File: config.mk
export PLATFORM = sky130hd
export DESIGN_NAME = flash_erase_range_planner_top
export DESIGN_NICKNAME = d
export VERILOG_FILES = /design/src/rtl/core/ferp_pkg.sv /design/src/rtl/core/ferp_step.sv /design/src/rtl/core/flash_erase_range_planner_top.sv
export SDC_FILE = /design/constraint.sdc
export NUM_CORES = 1
export LEC_CHECK = 0
export ABC_AREA = 1
export CAP_MARGIN = 5
export CORE_MARGIN = 3
export CORE_UTILIZATION = 35
export DETAILED_ROUTE_END_ITERATION = 16
export DONT_BUFFER_PORTS = 1
export HOLD_SLACK_MARGIN = 0.08
export PLACE_DENSITY = 0.52
export SYNTH_ARGS = -nofsm -noshare
export SYNTH_HDL_FRONTEND = slang
export SYNTH_SLANG_ARGS = --single-unit
File: constraint.sdc
create_clock -name clk -period 9 [get_ports clk]
set_input_delay 1.35 -clock clk [delete_from_list [all_inputs] [get_ports clk]]
set_output_delay 1.35 -clock clk [all_outputs]
set_load 0.02 [all_outputs]
File: src/rtl/core/ferp_pkg.sv
`default_nettype none
package ferp_pkg;

	localparam int unsigned ReqAddrWidth = 32;
	localparam int unsigned ReqLenWidth  = 25;

	localparam logic [1:0] OP_ADD    = 2'd0;
	localparam logic [1:0] OP_FINISH = 2'd1;
	localparam logic [1:0] OP_ABORT  = 2'd2;

	localparam logic [1:0] SIZE_4K  = 2'd0;
	localparam logic [1:0] SIZE_32K = 2'd1;
	localparam logic [1:0] SIZE_64K = 2'd2;

	localparam logic [31:0] BLK64 = 32'h0001_0000;
	localparam logic [31:0] BLK32 = 32'h0000_8000;
	localparam logic [31:0] BLK4  = 32'h0000_1000;

	typedef struct packed {
		logic [1:0]              op;
		logic [ReqAddrWidth-1:0] range_start;
		logic [ReqLenWidth-1:0]  range_length;
	} req_t;

	typedef struct packed {
		logic                    erase_issue;
		logic [1:0]              erase_size;
		logic [ReqAddrWidth-1:0] erase_address;
		logic                    status;
	} rsp_t;

endpackage
`default_nettype wire

File: src/rtl/core/ferp_step.sv
`default_nettype none
module ferp_step #(
	parameter int unsigned ADDR_WIDTH = 32
) (
	input  wire ferp_pkg::req_t  req,
	input  wire                  open_cur,
	input  wire [ADDR_WIDTH-1:0] end_cur,
	input  wire [ADDR_WIDTH-1:0] done_cur,
	output ferp_pkg::rsp_t       rsp,
	output logic                 open_nxt,
	output logic [ADDR_WIDTH-1:0] end_nxt,
	output logic [ADDR_WIDTH-1:0] done_nxt
);

	logic [ADDR_WIDTH-1:0] start_a;
	logic [ADDR_WIDTH-1:0] len_a;
	logic [ADDR_WIDTH-1:0] blk64_a;
	logic [ADDR_WIDTH-1:0] fin_rem;
	logic [31:0]           fin_rem32;
	logic [ADDR_WIDTH-1:0] cont_end;
	logic [ADDR_WIDTH-1:0] cont_rem;
	logic                  len_big;

	// Result of a single finish step on the open range.
	logic                  fin_issue;
	logic [1:0]            fin_size;
	logic [ADDR_WIDTH-1:0] fin_blk;
	logic                  fin_open;
	logic [ADDR_WIDTH-1:0] fin_done;

	assign start_a   = ADDR_WIDTH'(req.range_start);
	assign len_a     = ADDR_WIDTH'(req.range_length);
	assign blk64_a   = ADDR_WIDTH'(ferp_pkg::BLK64);
	assign fin_rem   = end_cur - done_cur;
	assign fin_rem32 = 32'(fin_rem);
	assign cont_end  = end_cur + len_a;
	assign cont_rem  = cont_end - done_cur;
	assign len_big   = 32'(req.range_length) > ferp_pkg::BLK64;

	always_comb begin
		if (fin_rem32 > ferp_pkg::BLK64) begin
			fin_size = ferp_pkg::SIZE_64K;
			fin_blk  = blk64_a;
		end else if (fin_rem32 > ferp_pkg::BLK32) begin
			fin_size = ferp_pkg::SIZE_32K;
			fin_blk  = ADDR_WIDTH'(ferp_pkg::BLK32);
		end else begin
			fin_size = ferp_pkg::SIZE_4K;
			fin_blk  = ADDR_WIDTH'(ferp_pkg::BLK4);
		end
		fin_issue = open_cur && (fin_rem != '0);
		fin_done  = fin_issue ? done_cur + fin_blk : done_cur;
		// A block that covers the whole remainder closes the range, even past the end.
		fin_open  = fin_issue && (fin_rem > fin_blk);
	end

	always_comb begin
		rsp      = '0;
		open_nxt = open_cur;
		end_nxt  = end_cur;
		done_nxt = done_cur;
		case (req.op)
			ferp_pkg::OP_ADD: begin
				if (!open_cur) begin
					if (len_big) begin
						rsp.erase_issue   = 1'b1;
						rsp.erase_size    = ferp_pkg::SIZE_64K;
						rsp.erase_address = 32'(start_a);
						done_nxt          = start_a + blk64_a;
					end else begin
						done_nxt = start_a;
					end
					end_nxt  = start_a + len_a;
					open_nxt = req.range_length != '0;
				end else if (start_a == end_cur) begin
					if (32'(cont_rem) > ferp_pkg::BLK64) begin
						rsp.erase_issue   = 1'b1;
						rsp.erase_size    = ferp_pkg::SIZE_64K;
						rsp.erase_address = 32'(done_cur);
						done_nxt          = done_cur + blk64_a;
					end
					end_nxt = cont_end;
				end else begin
					// Drain the old range first; the caller repeats this request.
					if (fin_issue) begin
						rsp.erase_issue   = 1'b1;
						rsp.erase_size    = fin_size;
						rsp.erase_address = 32'(done_cur);
					end
					done_nxt   = fin_done;
					open_nxt   = fin_open;
					rsp.status = 1'b1;
				end
			end
			ferp_pkg::OP_FINISH: begin
				if (fin_issue) begin
					rsp.erase_issue   = 1'b1;
					rsp.erase_size    = fin_size;
					rsp.erase_address = 32'(done_cur);
				end
				done_nxt   = fin_done;
				open_nxt   = fin_open;
				rsp.status = fin_open;
			end
			ferp_pkg::OP_ABORT: begin
				open_nxt = 1'b0;
			end
			default: begin
			end
		endcase
	end

endmodule
`default_nettype wire

File: src/rtl/core/flash_erase_range_planner_top.sv
`default_nettype none
// Channel  Direction  Handshake             Payload
// req      in         req_valid/req_stall   ferp_pkg::req_t (op, range_start, range_length)
// rsp      out        rsp_valid/rsp_stall   ferp_pkg::rsp_t (erase_issue, erase_size,
//                                           erase_address, status)
//
// One transaction per cycle while req_stall is low; each produces exactly one response.
// The request is registered, then the planning step and range state update run
// combinationally into the response register. State is only touched when the response
// register can load. Reset clears the open flag, both addresses and the valid flags.
// A stalled response holds its register, and req_stall rises only when both registers are full.
module flash_erase_range_planner_top #(
	parameter int unsigned ADDR_WIDTH = 32
) (
	input  wire            clk,
	input  wire            arst_n,
	input  wire            req_valid,
	output logic           req_stall,
	input  wire ferp_pkg::req_t req,
	output logic           rsp_valid,
	input  wire            rsp_stall,
	output ferp_pkg::rsp_t rsp
);

	ferp_pkg::req_t        req_s1;
	logic                  valid_s1;
	logic                  adv;
	logic                  open_q;
	logic [ADDR_WIDTH-1:0] end_q;
	logic [ADDR_WIDTH-1:0] done_q;
	ferp_pkg::rsp_t        rsp_d;
	logic                  open_d;
	logic [ADDR_WIDTH-1:0] end_d;
	logic [ADDR_WIDTH-1:0] done_d;
	ferp_pkg::rsp_t        rsp_q;
	logic                  rsp_valid_q;

	assign adv       = valid_s1 && (!rsp_valid_q || !rsp_stall);
	assign req_stall = valid_s1 && !adv;
	assign rsp_valid = rsp_valid_q;
	assign rsp       = rsp_q;

	ferp_step #(
		.ADDR_WIDTH(ADDR_WIDTH)
	) u_step (
		.req      (req_s1),
		.open_cur (open_q),
		.end_cur  (end_q),
		.done_cur (done_q),
		.rsp      (rsp_d),
		.open_nxt (open_d),
		.end_nxt  (end_d),
		.done_nxt (done_d)
	);

	always_ff @(posedge clk or negedge arst_n) begin
		if (!arst_n) begin
			valid_s1    <= 1'b0;
			rsp_valid_q <= 1'b0;
			open_q      <= 1'b0;
			end_q       <= '0;
			done_q      <= '0;
		end else begin
			if (req_valid && !req_stall) begin
				valid_s1 <= 1'b1;
			end else if (adv) begin
				valid_s1 <= 1'b0;
			end
			if (adv) begin
				rsp_valid_q <= 1'b1;
				open_q      <= open_d;
				end_q       <= end_d;
				done_q      <= done_d;
			end else if (!rsp_stall) begin
				rsp_valid_q <= 1'b0;
			end
		end
	end

	always_ff @(posedge clk) begin
		if (req_valid && !req_stall) begin
			req_s1 <= req;
		end
		if (adv) begin
			rsp_q <= rsp_d;
		end
	end

endmodule
`default_nettype wire
* After elaboration in Yosys (flattened, before gate mapping)
Index checks and enable logic that the tools add are counted.
** Word-level totals
- Bits in registers :: 162
- Output and inout port bits :: 38
** Operators by class
- Add/sub/neg operators :: 7
- Magnitude comparators :: 5
- Eq/ne operators :: 6
- Multiplexer cells :: 27
- Reduce and logical (&&, ||, !) cells :: 19
** Operator list (number)
- $mux 32 :: 8
- $mux 35 :: 5
- $pmux 36 s2 :: 1
- $add 32x17->32 const B :: 2
- $add 32x25->32 :: 2
- $gt 32x17->1 const B :: 2
- $pmux 32 s2 :: 1
- $sub 32x32->32 :: 2
- $add 32x32->32 :: 1
- $eq 32x32->1 :: 1
- $gt 32x16->1 const B :: 1
- $gt 32x32->1 :: 1
- $reduce_bool 32->1 :: 1
- $gt 25x17->1 const B :: 1
- $reduce_bool 25->1 :: 1
- $mux 16 :: 1
- $mux 1 :: 9
- $reduce_and 3->1 :: 2
- $logic_and 1x1->1 :: 5
- $logic_not 1->1 :: 4
- $ne 2x1->1 const B :: 2
- $ne 4x4->1 const B :: 1
- $reduce_bool 2->1 :: 2
- $pmux 1 s3 :: 1
- other kinds (7) :: 7

* Depth between registers and ports, before layout
Gate-level depths: netlist of run 1.
- Word-level depth :: 9
- Mapped depth :: 35
- Gate-level depth less buffers :: 34

* Hierarchy
A second synthesis of run 1 with hierarchy kept.
** Unflattened totals
- Cell total of the unflattened synthesis :: 2880
- Area, all modules :: 18037.3 µm²
** By module, submodules not included
- ferp_step :: instances 1, cells an instance 2492, area each 12535.8 µm²
- flash_erase_range_planner_top :: instances 1, cells an instance 388, area each 5501.5 µm²

* Worst setup path after synthesis of run 1
Ideal clock, no wire load.
- Path type :: register to register
- From :: register end_q[0]
- To :: register rsp_q, in the netlist rsp[30] (data pin)
- Setup time :: 259 ps
- Arrival time :: 4064 ps
- Required time :: 8741 ps
- Path slack :: 4677 ps
- Stages on the path, launching flop included :: 33
- Path through :: dfrtp_1 ha_1 inv_1 fa_1 inv_1 nand2_1 a21oi_1 a21oi_1 o21ai_0 nand2_1 o21ai_0 nand2_1 nand2_1 nand2_1 nand2_1 inv_1 ha_1 nand2_1 nor3_1 nand2_1 nor3_1 nand2_1 nand3_1 nand2_1 a21oi_1 nand2_1 nor2_2 nand2_1 nand2_2 nand2_4 buf_6 nand2_1 o21ai_1
** RTL lines
- start: declaration :: line flash_erase_range_planner_top.sv:29 : logic [ADDR_WIDTH-1:0] end_q;
- start signal: assignment :: line flash_erase_range_planner_top.sv:72 : end_q <= end_d;
- end signal: assignment :: line flash_erase_range_planner_top.sv:85 : rsp_q <= rsp_d;
- end: declaration :: line flash_erase_range_planner_top.sv:35 : ferp_pkg::rsp_t rsp_q;

* Worst setup path in the final report of run 1
- From :: register end_q[6]
- To :: register done_q[3]
** Between the ends
- Word-level cells in the longest chain between the ends :: 8
- Elaborated cells between the ends (all ways) :: 16
- Those cells by class :: add/sub: 4; order compare: 2; eq/ne: 2; mux: 5; reduce/logical: 3
** Ends and longest elaborated chain
- $sub 32x32->32 :: line ferp_step.sv:34 : assign fin_rem = end_cur - done_cur;
- $gt 32x17->1 :: line ferp_step.sv:41 : if (fin_rem32 > ferp_pkg::BLK64) begin
- $mux 32 :: line ferp_step.sv:41
- $add 32x32->32 :: line ferp_step.sv:52 : fin_done = fin_issue ? done_cur + fin_blk : done_cur;
- $mux 32 :: line ferp_step.sv:52
- $mux 32 :: line ferp_step.sv:75 : end else if (start_a == end_cur) begin
- $mux 32 :: line ferp_step.sv:64 : if (!open_cur) begin
- $pmux 32 s2 :: line ferp_step.sv:62 : case (req.op)
- end signal: assignment :: line flash_erase_range_planner_top.sv:73 : done_q <= done_d;
- end: declaration :: line flash_erase_range_planner_top.sv:30 : logic [ADDR_WIDTH-1:0] done_q;
Several ways; a longest one is shown, not always the timed one.
A chain may end at the register's enable or synchronous reset.

==> results.yml, run 1 <==
detailed_routing:
  wl_met2_um: 29390
  vias_per_cell: 5.296
  routedWlPerCell_um: 20.58
  ant_nets: 0
  num_vias: 17460
  dr.first_iter.drc_count: 1412
  drt_first_pass_iters: 9
  dr_wl_met3_um: 4458
  drc: 0
  met1_length_um: 32910
  top_layer: "met4"
  routed_wl_um: 67840
placement:
  gp_congestion: 0.9555
  portBuffers: 0
  dpl.hpwl_um: 55440
global_route:
  track_usage: 0.2661
  antenna_found_initial: 1
  overflow: 0
  grt_start_max_net_pins: 68
  grt_pass1_wl_um: 101100
  grt_pass1_vias: 16420
clocking:
  cts.reportedPaths.clkPinSlew_ps: 70
  postCtsHoldBufs: 0
  clockBufferDepth: 2
  cts-root-buf: "clkbuf_16"
  cts_made_buffers: 17
  cts_setup_buffers: 0
  h-tree-depth: 4
  clk_latency_ps: 510
  cts_tree: "built"
  cts_resized: 0
  cts_num_sinks: 162
min_path:
  hp-class: "register to register"
floorplanning:
  die_w_um: 226.4
  ios: 101
  die_h_um: 226.4
  core_area_um2: 47850
  die_area_um2: 51250
  row_count: 80
  initial_core_util: 0.3553
synth:
  ys_warn_count: 0
  ys.flop_type: "edfxtp_1"
  synth-seq-area-share: 0.2664
  syn_inst: 2689
  synth.avg_cell_area_um2: 6.322
  syn_nets: 2881
  async_flop_share: 0.4136
  synth_cell_type_count: 50
  synth.cell_area_um2: 17000
  synth-edff-count: 95
  ys_seq_elements: 162
setup_path:
  critPathLaunchType: "register"
  crit_path_max_fanout: 18
  worst-endpoint-required_ps: 9440
  crit_path_end_kind: "register"
  arrival_ps: 6880
  worstSetupPathType: "register to register"
timing:
  slew_headroom: 0.2729
  hold_viol_final: 0
  tns_ps: 0
  fmax_ghz: 0.1553
  rsz0062_at_grt: "no"
  worst_pin_slew_ps: 1087
  period_share: 0.7156
  slew_viol_final: 0
  finClkSkew_ps: 16.92
  min_period_ps: 6441
  finalSetupViolCount: 0
status:
  status: "complete, no violations"
layout:
  drive_gt1_frac: 0.04176
  fill_cells: 5256
  area_delta_synth_final_pct: 7.434
  num_antenna_cells: 0
  final_nets: 2861
job:
  cap_violations: 0
[placed cells by master (no fill, tap or decap), drive strengths merged]
| cell | count |
|---|---|
| xor2 | 79 |
| nand3b | 20 |
| edfxtp | 95 |
| a31o | 1 |
| o21a | 5 |
| xnor2 | 24 |
| a21o | 9 |
| a21boi | 5 |
| nor4 | 15 |
| dfrtp | 67 |
| a31oi | 17 |
| fa | 4 |
| nand3 | 175 |
| o211ai | 12 |
| buf | 8 |
| or2 | 9 |
| nor3 | 36 |
| clkbuf | 18 |
| bufinv | 4 |
| nor2 | 283 |
| o311ai | 1 |
| and2 | 3 |
| ha | 125 |
| o22ai | 3 |
| inv | 379 |
| nand2 | 922 |
| a21oi | 190 |
| o31ai | 3 |
| clkinv | 7 |
| o221ai | 2 |
| o2111ai | 1 |
| o21ai | 120 |
| o21bai | 3 |
| and3 | 2 |
| nand4 | 32 |
| a221oi | 1 |
| clkinvlp | 1 |
| nor3b | 1 |
[worst paths after layout]
kind,start,slack [ps],to,depth (start not counted)
worst min-delay path,valid_s1$_DFFE_PN0P_,500,rsp_valid$_DFFE_PN0P_,2
worst min register to register,valid_s1$_DFFE_PN0P_,500,rsp_valid$_DFFE_PN0P_,2
worst max register to register,end_q[6]$_DFFE_PN0P_,2560,done_q[3]$_DFFE_PN0P_,26
worst max-delay path,end_q[6]$_DFFE_PN0P_,2560,done_q[3]$_DFFE_PN0P_,26
min in group asynchronous,arst_n,530,done_q[31]$_DFFE_PN0P_,0
max in group asynchronous,arst_n,8260,done_q[10]$_DFFE_PN0P_,0
[worst max-delay path, cell delays in order, from the launching register on]
cell and delay, ps:
dfrtp_1 500, ha_1 420, nand2_1 90, nor2_1 100
nand2_1 60, nand2_1 150, a21oi_1 130, o21ai_0 400
a21oi_1 180, o21ai_0 350, xor2_1 320, ha_1 350
a21oi_1 290, o21ai_0 220, a21oi_1 240, nand3_1 170
nor2_1 120, nor2_1 50, nand2_1 50, nor2_1 40
nand2_1 80, nor2_2 60, nand3_1 400, nand2_2 430
nor2_1 940, nand2_1 100, nand2_1 120
[state kept, by name (all words and copies together), names as in the netlist]
name       cells
req_s1        59
rsp           36
done_q        32
end_q         32
open_q         1
rsp_valid      1
valid_s1       1
[Yosys cell counts, types with 3 or more instances]
| cell type | count | area [um^2] |
|---|---|---|
| xor2_1 | 79 | 691.9 |
| inv_1 | 350 | 1314 |
| buf_4 | 3 | 22.52 |
| nand4_1 | 32 | 200.2 |
| nand3_1 | 164 | 820.8 |
| nor2_4 | 4 | 45.04 |
| o211ai_1 | 12 | 90.09 |
| nand3b_1 | 20 | 150.1 |
| dfrtp_1 | 67 | 1677 |
| nand2_2 | 11 | 68.82 |
| ha_1 | 125 | 1564 |
| a21boi_0 | 5 | 37.54 |
| nor2_1 | 271 | 1017 |
| a31oi_1 | 17 | 106.4 |
| inv_2 | 22 | 82.58 |
| nor2_2 | 8 | 50.05 |
| nand3_2 | 10 | 100.1 |
| clkinv_1 | 5 | 18.77 |
| fa_1 | 4 | 80.08 |
| o21bai_1 | 3 | 22.52 |
| nor3_1 | 34 | 170.2 |
| o22ai_1 | 3 | 18.77 |
| o31ai_1 | 3 | 22.52 |
| o21ai_1 | 3 | 15.01 |
| o21a_1 | 5 | 37.54 |
| xnor2_1 | 24 | 210.2 |
| a21oi_1 | 189 | 945.9 |
| and2_1 | 3 | 18.77 |
| nand2_1 | 910 | 3416 |
| nor4_1 | 15 | 93.84 |
| buf_2 | 16 | 80.08 |
| clkbuf_1 | 24 | 90.09 |
| a21o_1 | 9 | 67.56 |
| edfxtp_1 | 95 | 2853 |
| o21ai_0 | 117 | 585.6 |
| or2_2 | 8 | 50.05 |
[cells by family after synthesis]
| group | synth area share |
|---|---|
| simple gates | 0.3692 |
| xor+xnor | 0.05307 |
| buf+inv | 0.09634 |
| fa+ha+maj | 0.09671 |
| compound gates | 0.1183 |
| flops | 0.2664 |
[cell type report]
type	count	area, um^2	share of cell area
Clock inverter	14	214.0	0.01171
Sequential cell	162	4531	0.2481
Inverter	377	1415	0.07748
Clock buffer	18	429.2	0.02350
Tap cell	615	769.5	0.04213
Timing Repair Buffer	8	60.06	0.003288
Multi-Input combinational cell	2103	10850	0.5938
[through the flow]
step	hold slack (ps)	setup slack, ps	utilization	area, um^2	cells
floorplan	434.0	4677	-	17000	2689
global placement	480.6	2673	0.3683	17620	3265
detailed placement	489.0	2732	0.3683	17620	3265
CTS	491.9	2702	0.3817	18260	3297
global route	497.2	1971	0.3817	18260	3297
finish	502.9	2559	0.3817	18260	3297
[routing by layer]
| metal | up-vias | GRT usage |
|---|---|---|
| li1 | 8696 | - |
| met1 | 8185 | 0.3891 |
| met2 | 522 | 0.4057 |
| met5 | - | 0 |
| met3 | 57 | 0.05166 |
| met4 | 0 | 0.05846 |
Power of run 1 is not shown: default switching activity piles up to over one toggle a cycle in this logic, so the estimate is an artifact.
==> run 2: changes to the inputs <==
--- a/config.mk
+++ b/config.mk
@@ -12,7 +12,7 @@
 export DETAILED_ROUTE_END_ITERATION = 16
 export DONT_BUFFER_PORTS = 1
 export HOLD_SLACK_MARGIN = 0.08
-export PLACE_DENSITY = 0.52
+export PLACE_DENSITY = 0.54
 export SYNTH_ARGS = -nofsm -noshare
 export SYNTH_HDL_FRONTEND = slang
 export SYNTH_SLANG_ARGS = --single-unit
==> constraint.sdc (replaced) <==
create_clock -name clk -period 5.8 [get_ports clk]
set_input_delay 0.87 -clock clk [delete_from_list [all_inputs] [get_ports clk]]
set_output_delay 0.87 -clock clk [all_outputs]
set_load 0.02 [all_outputs]
==> run 2 against run 1 <==
  * Sequential share of layout area down 0.17 points
  * Setup slack worse by 2000 ps
  * Die area unchanged
  * Routed wire length down 2.7%
  * Cell area up 0.71%
  * Via count up 2.2%
==> results.yml, run 2 (synthesis results as in run 1) <==
clocking:
  h-tree-depth: 4
  clk_latency_ps: 500
  cts_num_sinks: 162
  clockBufferDepth: 2
  cts-root-buf: "clkbuf_16"
  cts_made_buffers: 17
  cts_tree: "built"
  cts.reportedPaths.clkPinSlew_ps: 80
layout:
  layout_commonest_cell: "nand2_1"
  num_antenna_cells: 0
  area_delta_synth_final_pct: 8.191
  multiInputGateArea_um2: 10860
  final_nets: 2878
  seq_area_um2: 4532
  largest_register_ff_count: 59
  drive_gt1_frac: 0.04891
  final_cell_mix: "910 x nand2_1, 349 x inv_1, 269 x nor2_1"
  regMostFlops: "req_s1"
  fill_cells: 5179
detailed_routing:
  routedWlPerCell_um: 19.93
  num_vias: 17850
  ant_nets: 0
  drc: 0
  drt_first_pass_iters: 7
  dr.first_iter.drc_count: 1648
  vias_per_cell: 5.386
  routed_wl_um: 66040
timing:
  slew_viol_final: 0
  finalSetupViolCount: 0
  rsz0062_at_grt: "no"
  hold_viol_final: 0
  worst_pin_slew_ps: 1109
  min_period_ps: 5258
  period_share: 0.9065
  finClkSkew_ps: 18.94
  fmax_ghz: 0.1902
  slew_headroom: 0.2538
  tns_ps: 0
floorplanning:
  core_area_um2: 47850
  die_w_um: 226.4
  die_h_um: 226.4
  die_area_um2: 51250
  initial_core_util: 0.3553
  row_count: 80
  ios: 101
setup_path:
  worst-endpoint-required_ps: 6010
  arrival_ps: 5460
  slowest_delay_ps: 400
  crit_path_end_kind: "register"
  worstSetupPathType: "register to register"
  reg2reg_depth: 30
  critPathSlowestCell: "edfxtp_1"
  cpMostUsedCell: "nand2_1"
  critPathLaunchType: "register"
  crit_path_max_fanout: 16
global_route:
  track_usage: 0.2581
  grt_pass1_vias: 16680
  overflow: 0
  antenna_found_initial: 0
  grt_start_max_net_pins: 68
  grt_pass1_wl_um: 99190
placement:
  portBuffers: 0
  gp_congestion: 0.9887
  dpl.hpwl_um: 53580
status:
  status: "complete, no violations"
job:
  cap_violations: 0
min_path:
  hp-class: "input port to async pin"
[run 2: metrics by stage]
step | setup WS, ps | area (um^2) | hold slack, ps | cells | util
floorplan | 1477 | 17000 | 434.0 | 2689 | -
global placement | 401.7 | 17740 | 477.9 | 3281 | 0.3708
detailed placement | 249.4 | 17740 | 491.6 | 3281 | 0.3708
CTS | 211.8 | 18380 | 240.9 | 3314 | 0.3841
global route | 9.355 | 18390 | 231.9 | 3314 | 0.3844
finish | 542.0 | 18390 | 216.4 | 3314 | 0.3844
[run 2: what timing repair did]
action                                  CTS  global route
gates resized for setup                   0             5
endpoints found under the setup margin    0            39
hold buffers                              1             0
setup buffers                             0             0
endpoints found under the hold margin    67             0
[run 2: worst paths after layout]
kind / startpoint / end / slack [ps]
max reg2reg: req_s1[0]$_DFFE_PP_ / rsp[24]$_DFFE_PP_ / 540
min in group clk: req[27] / req_s1[27]$_DFFE_PP_ / 460
max: req_s1[0]$_DFFE_PP_ / rsp[24]$_DFFE_PP_ / 540
min reg2reg: done_q[3]$_DFFE_PN0P_ / done_q[3]$_DFFE_PN0P_ / 510
min: arst_n / done_q[29]$_DFFE_PN0P_ / 220
max in group asynchronous: arst_n / end_q[1]$_DFFE_PN0P_ / 5130
[run 2: critical path, delay by kind of cell (launching register included)]
family,cells,cell delay (ps)
simple gates,18,2210
flops,1,400
fa+ha+maj,3,940
buf+inv,3,200
compound gates,6,1190
[run 2: routing by layer]
metal,GRT usage,up-vias,part of all wire
met1,0.3591,8379,0.46
met4,0.08209,0,0.031
met3,0.05101,97,0.073
met2,0.4032,658,0.44
met5,0,-,0
li1,-,8715,-
[run 2: area by class of cell]
class                      instances  area share
inverter                         377     0.07694
sequential                       162      0.2464
timing repair buffer              25     0.01129
multi-input combinational       2103      0.5903
tap                              615     0.04184
clock inverter                    15     0.01007
clock buffer                      17     0.02313
Power of run 2 is left out for the same reason.
